==> src/tsoam_pkg.sv <==
// Shared types and constants for the transistor safe-operating-area monitor.
// Holds the word structs, configuration struct, register codes and sizing constants.
// No dependencies.
package tsoam_pkg;

  // Block constants
  localparam int MAX_WARNS         = 5;
  localparam int DEVICE_MULTIPLIER = 1;

  localparam int NUM_CHK = 6;
  localparam int CNT_W   = (MAX_WARNS > 0) ? $clog2(MAX_WARNS + 1) : 1;
  localparam logic [CNT_W-1:0] MAX_CNT = CNT_W'(MAX_WARNS);

  // Field widths
  localparam int V_W       = 16;
  localparam int I_W       = 24;
  localparam int T_W       = 14;
  localparam int VLIM_W    = 15;
  localparam int ILIM_W    = 23;
  localparam int PWR_OUT_W = 44;
  localparam int SLOPE_W   = 32;

  // Configuration port
  localparam int DATA_W    = 64;
  localparam int REG_IDX_W = 3;
  localparam int ADDR_W    = REG_IDX_W + 3;

  // Power datapath widths
  localparam int PROD_W = V_W + I_W;       // signed current * voltage
  localparam int MAG_W  = PROD_W - 1;      // magnitude of one product
  localparam int PSUM_W = MAG_W + 3;       // signed sum of three magnitudes and charge term
  localparam int MULT_W = $clog2(DEVICE_MULTIPLIER + 1) + 1;
  localparam int PWR_W  = PSUM_W + MULT_W;
  localparam int CMP_W  = (PWR_W > PWR_OUT_W + 2) ? PWR_W : PWR_OUT_W + 2;
  localparam int RED_W  = T_W + SLOPE_W;

  localparam logic signed [MULT_W-1:0] DEV_MULT_S = MULT_W'(DEVICE_MULTIPLIER);

  typedef enum logic [REG_IDX_W-1:0] {
    REG_VBE_LIMIT    = 3'd0,
    REG_VBC_LIMIT    = 3'd1,
    REG_VCE_LIMIT    = 3'd2,
    REG_IC_LIMIT     = 3'd3,
    REG_IB_LIMIT     = 3'd4,
    REG_POWER_LIMIT  = 3'd5,
    REG_NOMINAL_TEMP = 3'd6,
    REG_DERATE_SLOPE = 3'd7
  } tsoam_reg_e;

  typedef struct packed {
    logic [VLIM_W-1:0]    vbe_limit;
    logic [VLIM_W-1:0]    vbc_limit;
    logic [VLIM_W-1:0]    vce_limit;
    logic [ILIM_W-1:0]    ic_limit;
    logic [ILIM_W-1:0]    ib_limit;
    logic [PWR_OUT_W-1:0] power_limit;
    logic [T_W-1:0]       nominal_temp;
    logic [SLOPE_W-1:0]   derate_slope;
  } tsoam_cfg_t;

  localparam tsoam_cfg_t CFG_RESET = '{
    vbe_limit:    '1,
    vbc_limit:    '1,
    vce_limit:    '1,
    ic_limit:     '1,
    ib_limit:     '1,
    power_limit:  '1,
    nominal_temp: T_W'(4773),
    derate_slope: '0
  };

  typedef struct packed {
    logic                  clear_counts;
    logic signed [V_W-1:0] vbe_internal;
    logic signed [V_W-1:0] vbc_internal;
    logic signed [V_W-1:0] vce_external;
    logic signed [V_W-1:0] vbe_external;
    logic signed [V_W-1:0] v_substrate;
    logic signed [I_W-1:0] collector_current;
    logic signed [I_W-1:0] base_current;
    logic signed [I_W-1:0] substrate_current;
    logic signed [I_W-1:0] substrate_charge_current;
    logic [T_W-1:0]        device_temp;
    logic                  transient_mode;
  } tsoam_in_t;

  typedef struct packed {
    logic                 warn_vbe;
    logic                 warn_vbc;
    logic                 warn_vce;
    logic                 warn_ic;
    logic                 warn_ib;
    logic                 warn_power;
    logic [PWR_OUT_W-1:0] power;
    logic [PWR_OUT_W-1:0] derated_limit;
  } tsoam_out_t;

  // One flag per check, shared by the limit checks and the warning counters
  typedef struct packed {
    logic vbe;
    logic vbc;
    logic vce;
    logic ic;
    logic ib;
    logic power;
  } tsoam_flags_t;

endpackage

==> src/tsoam_warn.sv <==
// Warning counters of the safe-operating-area monitor: one saturating counter per check.
// Depends on tsoam_pkg for the flag struct and the warning budget.
module tsoam_warn import tsoam_pkg::*; (
  input  logic         clk_i,
  input  logic         rst_ni,
  input  logic         upd_i,
  input  logic         clr_i,
  input  tsoam_flags_t exc_i,
  output tsoam_flags_t warn_o
);

  logic [NUM_CHK-1:0]            exc_vec, warn_vec;
  logic [NUM_CHK-1:0][CNT_W-1:0] cnt_q, cnt_d;

  assign exc_vec = exc_i;

  // Warn only while the budget lasts; the counter advances with the warning
  always_comb begin
    for (int k = 0; k < NUM_CHK; k++) begin
      warn_vec[k] = exc_vec[k] && (cnt_q[k] < MAX_CNT);
      if (clr_i) begin
        cnt_d[k] = '0;
      end else if (warn_vec[k]) begin
        cnt_d[k] = cnt_q[k] + 1'b1;
      end else begin
        cnt_d[k] = cnt_q[k];
      end
    end
  end

  assign warn_o = clr_i ? '0 : warn_vec;

  always_ff @(posedge clk_i or negedge rst_ni) begin
    if (!rst_ni) begin
      cnt_q <= '0;
    end else if (upd_i) begin
      cnt_q <= cnt_d;
    end
  end

  a_clear: assert property (@(posedge clk_i) disable iff (!rst_ni)
    upd_i && clr_i |=> cnt_q == '0)
    else $error("warning counters not zero after clear");

  a_hold: assert property (@(posedge clk_i) disable iff (!rst_ni)
    !upd_i |=> $stable(cnt_q))
    else $error("warning counters moved without a word");

  for (genvar k = 0; k < NUM_CHK; k++) begin : g_chk
    a_cap: assert property (@(posedge clk_i) disable iff (!rst_ni)
      cnt_q[k] <= MAX_CNT)
      else $error("warning counter above budget");

    a_step: assert property (@(posedge clk_i) disable iff (!rst_ni)
      upd_i && !clr_i && warn_vec[k] |=> cnt_q[k] == $past(cnt_q[k]) + 1'b1)
      else $error("warning raised without counter advance");
  end

endmodule

==> config.mk <==
export PLATFORM = sky130hd
export DESIGN_NAME = tsoam_warn
export DESIGN_NICKNAME = d
export VERILOG_FILES = /design/src/tsoam_pkg.sv /design/src/tsoam_warn.sv
export SDC_FILE = /design/constraint.sdc
export NUM_CORES = 1
export LEC_CHECK = 0
export ABC_AREA = 0
export BUFFER_PORTS_ARGS = -buffer_cell sky130_fd_sc_hd__clkbuf_2
export CAP_MARGIN = 10
export CORE_MARGIN = 2
export CORE_UTILIZATION = 43
export CTS_BUF_LIST = sky130_fd_sc_hd__clkbuf_4 sky130_fd_sc_hd__clkbuf_8
export DETAILED_ROUTE_END_ITERATION = 10
export HOLD_SLACK_MARGIN = 0.06
export PLACE_DENSITY = 0.68
export SLEW_MARGIN = 20
export SYNTH_ARGS = -nofsm -noshare
export SYNTH_HDL_FRONTEND = slang
export SYNTH_SLANG_ARGS = --single-unit
==> constraint.sdc <==
create_clock -name clk_i -period 1.7 [get_ports clk_i]
set_clock_uncertainty 0.2 [all_clocks]
set_input_delay 0.17 -clock clk_i [delete_from_list [all_inputs] [get_ports clk_i]]
set_output_delay 0.17 -clock clk_i [all_outputs]
set_load 0.01 [all_outputs]
==> qor.txt, run 1 <==
worst-path fanout max -> 2
Layout fillers -> 250
number of max-cap violations -> 0
WHS -> 0.0859 ns
share of cells above drive strength 1 -> 22.2%
period utilization -> 101%
RSZ-0062 raised after global routing -> yes
post-synthesis register bit count -> 18
Tot GR Track Use -> 18.1%
post-synthesis sequential area ratio -> 40.0%
DRC -> 0
Port Buf Inserts -> 15
CTS tree -> done
synthesized net count -> 140
crit-path max cell delay -> 0.40 ns
clk sink count -> 18
largest net degree at the start of global routing -> 19
Required @ worst endpoint -> 1.33 ns
most used flip-flop cell after synthesis -> dfrtp_1
sw power -> 330 uW
Initial Util -> 45.5%
Reg clk slew, reported paths -> 0.10 ns
Post-Place Cells -> 164
root buffer cell -> clkbuf_4
Comb pwr share -> 27.3%
CTS H-tree lvls -> 1
status -> finished, violations left
FF-to-FF End -> cnt_q[7]
Slew headroom -> 69.3%
CP endpoint kind -> output port
Clk network pwr share -> 20.9%
min-delay src -> upd_i
global route overflow -> 0
Die Ht -> 55.2 um
Placement Cell Area -> 1200 sq um
crit path max-delay cell type -> dfrtp_1
most frequent cells in the layout -> dfrtp_1 (18), nand2_1 (14), clkbuf_2 (13)
I/O Pins -> 16
Setup crit start kind -> register
P&R area growth vs syn -> 21.6%
Pwr Density -> 757 nW/um^2
Storage cell area -> 450 sq um
first-pass GRT wire length -> 3920 um
Gate Count Post-Synth -> 124
Final Routed Wirelength -> 2390 um
Worst Hold Class -> input pin to register
Post-synth EDFFs -> 0
DR vias -> 1,053
post-DP HPWL -> 1570 um
maximum clock insertion buffer count -> 2
Arrival @ worst endpoint -> 1.35 ns
top flop regs -> cnt_q x18
Die ar. -> 3040 sq um
initial antenna violation count -> 0
final setup margin -> -0.0215 ns
Distinct cells, synth -> 28
clk_lat worst skew -> 0.29 ns
final net count -> 171
Multi-input gate area -> 608 sq um
Largest Register -> cnt_q
hold endpoint -> cnt_q[12]
Worst R2R Start -> cnt_q[6]
Fmax -> 581 MHz
Synthesis Warnings -> 0
Post-Syn Area -> 1130 sq um
violations in the final reports -> negative setup slack
drt pass-1 iters -> 4
R2R Setup Slk -> 0.17 ns
final instance area -> 1370 sq um
CP cell instances -> or2_1 > a21oi_2 > and2_1 > buf_2
Sequential Power Share -> 51.8%
post-DR wirelength/cell -> 13.1 um
vias in the first global route -> 941
Placer Congestion -> 0.761
Non-Filler Instances -> 183
Mapped Avg Cell Area -> 9.08 sq um
core area -> 2480 sq um
Crit Path Category -> register to output port
Lkg Pwr -> 0.000653 uW
Routed Antenna Nets -> 0
max reg flops -> 18
CTS buffer count -> 3
Starting DRT DRC Count -> 27
Slew Viols, Final -> 0
crit path time final -> 1.72 ns
commonest non-fill, non-tap cell in the layout -> dfrtp_1
endpoints failing setup -> 2
worst hold stages -> 3
async set-reset flop share out of synthesis -> 100%
maximum vdd drop -> 0.479 mV
final hold violations -> 0
Die Span X -> 55.2 um
Sw Share -> 31.8%
floorplan row count -> 18
Least-Margin Pin Slew -> 0.461 ns
Reg2Reg Depth -> 4
number of vias per cell -> 5.75
internal power -> 707 uW
Ant. Diodes -> 0
[metal layers]
metal  part of all wire, %  track usage (%)  wire (um)
met3                   4.7             2.42        113
met4                  0.71             7.72         17
met2                    50             31.2       1210
met1                    44             22.7       1060
met5                     0                0          0
[how the worst max path moves through the flow]
| stage | start | endpoint |
|---|---|---|
| 2_1_floorplan | cnt_q[15] | cnt_q[16] |
| 3_3_place_gp | cnt_q[6] | cnt_q[7] |
| 3_5_place_dp | cnt_q[15] | cnt_q[16] |
| 4_1_cts | cnt_q[1] | warn_o[0] |
| 5_1_grt | cnt_q[12] | warn_o[4] |
| 6_report | cnt_q[1] | warn_o[0] |
[cells by family (layout without fill, tap and decap cells)]
logic type | after synthesis | in the layout | synth area share (%)
compound gates | 46 | 46 | 27.8
fa+ha+maj | 6 | 6 | 6.67
buf+inv | 13 | 42 | 7.00
flops | 18 | 18 | 40.0
simple gates | 41 | 41 | 18.6
[area by class of cell]
type	instances	share of cell area, %
flip-flops and latches	18	32.9
clock buffers	3	1.65
repair buffers	33	16.6
well taps	30	2.74
multi-input cells	93	44.4
inverters	6	1.65
[critical path: cells and delay by family (launching register included)]
| kind | cells | cell delay (ns) |
|---|---|---|
| flops | 1 | 0.40 |
| buf+inv | 1 | 0.12 |
| compound gates | 1 | 0.13 |
| simple gates | 2 | 0.40 |
[Yosys cell counts (4+ instances only)]
| cell type | instances | share of area, % |
|---|---|---|
| o21ai_0 | 6 | 2.7 |
| nand2_1 | 14 | 4.7 |
| ha_1 | 6 | 6.7 |
| nor2_1 | 5 | 1.7 |
| nor3_1 | 4 | 1.8 |
| dfrtp_1 | 18 | 40 |
| nor2b_1 | 4 | 2.2 |
| a31oi_1 | 11 | 6.1 |
| a21oi_1 | 7 | 3.1 |
| inv_1 | 6 | 2.0 |
| a311oi_1 | 5 | 3.9 |
| and3_1 | 5 | 2.8 |
[timing repair]
action                                 CTS  global route
pin swaps                                4             4
resized for setup                        2             6
setup endpoints to repair                2             6
setup buffers                            6             3
endpoints found under the hold margin   28             0
hold buffers                             7             0
[through the flow]
stage / power, uW / utilization, % / TNS [ns] / worst slack (ns)
after floorplan: 700 / - / 0 / 0.277
after global placement: 754 / 48.3 / 0 / 0.248
after detailed placement: 771 / 48.3 / 0 / 0.194
after CTS: 1030 / 54.2 / -0.0369 / -0.0215
after global routing: 1110 / 55.3 / -0.200 / -0.118
final: 1040 / 55.3 / -0.0307 / -0.0215
[power by group through the flow]
stage | logic, uW | registers, uW | clock network [uW]
floorplan | 167 | 533 | 0
global placement | 212 | 542 | 0
detailed placement | 224 | 548 | 0
CTS | 272 | 532 | 227
global route | 323 | 546 | 245
finish | 283 | 536 | 217
No activity file was read; power rests on OpenSTA's default activity.
==> run 2: changes to the inputs <==
- SKIP_CTS_REPAIR_TIMING: not set -> 1
==> run 2 against run 1 <==
The flow still finishes with violations (negative setup slack). Sequential power grew 0.9%. Routed wire length stayed put. Combinational power decreased by 5%. Worst hold slack worse by 0.025 ns. Core utilization shrank 1.0 points. Final area decreased by 1.8%. Non-clock buffer count fell by 3. Sequential share of layout area grew 0.61 points. Final cell count is 1.6% lower. Register-to-register slack about the same. Clock power about the same.
==> qor.txt, run 2 (synthesized netlist as in run 1, its figures left out) <==
min-delay src -> exc_i[5]
CTS tree -> done
worst hold stages -> 3
floorplan row count -> 18
maximum clock insertion buffer count -> 2
Comb pwr share -> 26.2%
Non-Filler Instances -> 180
Clk network pwr share -> 21.2%
CP cell instances -> or2_1 > a21oi_2 > and2_1 > buf_2
final core occ -> 54.2%
global route overflow -> 0
final hold violations -> 0
Required @ worst endpoint -> 1.33 ns
Placement Cell Area -> 1200 sq um
Multi-input gate area -> 608 sq um
FF-to-FF End -> cnt_q[7]
final instance area -> 1340 sq um
Arrival @ worst endpoint -> 1.37 ns
number of vias per cell -> 5.72
sw power -> 330 uW
root buffer cell -> clkbuf_4
max reg flops -> 18
CTS H-tree lvls -> 1
first-pass GRT wire length -> 3710 um
Layout fillers -> 251
maximum vdd drop -> 0.476 mV
Worst Hold Class -> input pin to register
top flop regs -> cnt_q x18
Post-Place Cells -> 164
initial antenna violation count -> 0
crit-path max cell delay -> 0.42 ns
RSZ-0062 raised after global routing -> yes
Pwr Density -> 766 nW/um^2
number of max-cap violations -> 0
Lkg Pwr -> 0.000639 uW
dpl ws -> 0.194 ns
largest delay contributor family on the critical path -> flip-flops
violations in the final reports -> negative setup slack
Tot GR Track Use -> 17.1%
Crit Path Category -> register to output port
largest net degree at the start of global routing -> 19
post-DR wirelength/cell -> 13.3 um
Buf/Inv on CP -> 1
endpoints failing setup -> 2
core area -> 2480 sq um
Fmax -> 576 MHz
crit path time final -> 1.74 ns
Starting DRT DRC Count -> 26
internal power -> 698 uW
Die Span X -> 55.2 um
worst-path fanout max -> 4
Port Buf Inserts -> 15
Die ar. -> 3040 sq um
Slew Viols, Final -> 0
Placer Congestion -> 0.761
status -> finished, violations left
commonest non-fill, non-tap cell in the layout -> dfrtp_1
I/O Pins -> 16
drt pass-1 iters -> 4
P&R area growth vs syn -> 19.3%
Least-Margin Pin Slew -> 0.464 ns
period utilization -> 102%
Reg clk slew, reported paths -> 0.10 ns
DR vias -> 1,030
Sequential Power Share -> 52.6%
R2R Setup Slk -> 0.16 ns
Storage cell area -> 450 sq um
clk_lat worst skew -> 0.29 ns
Final Routed Wirelength -> 2390 um
CP endpoint kind -> output port
Die Ht -> 55.2 um
vias in the first global route -> 889
final net count -> 168
most frequent cells in the layout -> dfrtp_1 (18), nand2_1 (14), clkbuf_2 (14)
Largest Register -> cnt_q
CTS buffer count -> 3
Worst R2R Start -> cnt_q[6]
share of cells above drive strength 1 -> 21.3%
Initial Util -> 45.5%
clk sink count -> 18
final setup margin -> -0.0368 ns
DRC -> 0
post-DP HPWL -> 1570 um
Sw Share -> 32.1%
Reg2Reg Depth -> 4
Slew headroom -> 69.1%
crit path max-delay cell type -> dfrtp_1
Setup crit start kind -> register
Routed Antenna Nets -> 0
Ant. Diodes -> 0
hold endpoint -> cnt_q[17]
## run 2: stage by stage
stage / hold slack, ns / TNS (ns) / power, uW
after floorplan: -0.326 / 0 / 700
after global placement: -0.0454 / 0 / 754
after detailed placement: -0.0522 / 0 / 771
after CTS: -0.392 / -0.223 / 990
after global routing: 0.0853 / -0.232 / 1100
final: 0.0606 / -0.0597 / 1030
## run 2: worst max path at each step
stage | start | endpoint | cells after the start
floorplan | cnt_q[15] | cnt_q[16] | 4
global placement | cnt_q[6] | cnt_q[7] | 4
detailed placement | cnt_q[15] | cnt_q[16] | 4
CTS | cnt_q[1] | warn_o[0] | 4
global route | cnt_q[13] | warn_o[4] | 4
finish | cnt_q[0] | warn_o[0] | 4
## run 2: per-layer routing
| metal | vias to the layer above | share of wire [%] | global-route usage [%] |
|---|---|---|---|
| met4 | 0 | 0.50 | 7.72 |
| met2 | 23 | 50 | 28.8 |
| met1 | 492 | 46 | 21.7 |
| met3 | 2 | 3.2 | 2.42 |
| li1 | 513 | - | - |
| met5 | - | 0 | 0 |
## run 2: power groups by stage
stage	sequential, uW	combinational (uW)	clock [uW]
floorplan	533	167	0
global placement	542	212	0
detailed placement	548	224	0
CTS	539	224	227
global route	550	307	245
finish	541	270	218
## run 2: final cells by class
cell class / count / area share, %
tap: 30 / 2.79
clock buffer: 3 / 1.68
sequential: 18 / 33.5
timing repair buffer: 30 / 15.1
multi-input combinational: 93 / 45.3
inverter: 6 / 1.68
## run 2: tightest hold or removal path, cell delays in order
cell and delay, ns:
clkbuf_2 0.12, a31oi_1 0.17, a311oi_1 0.06
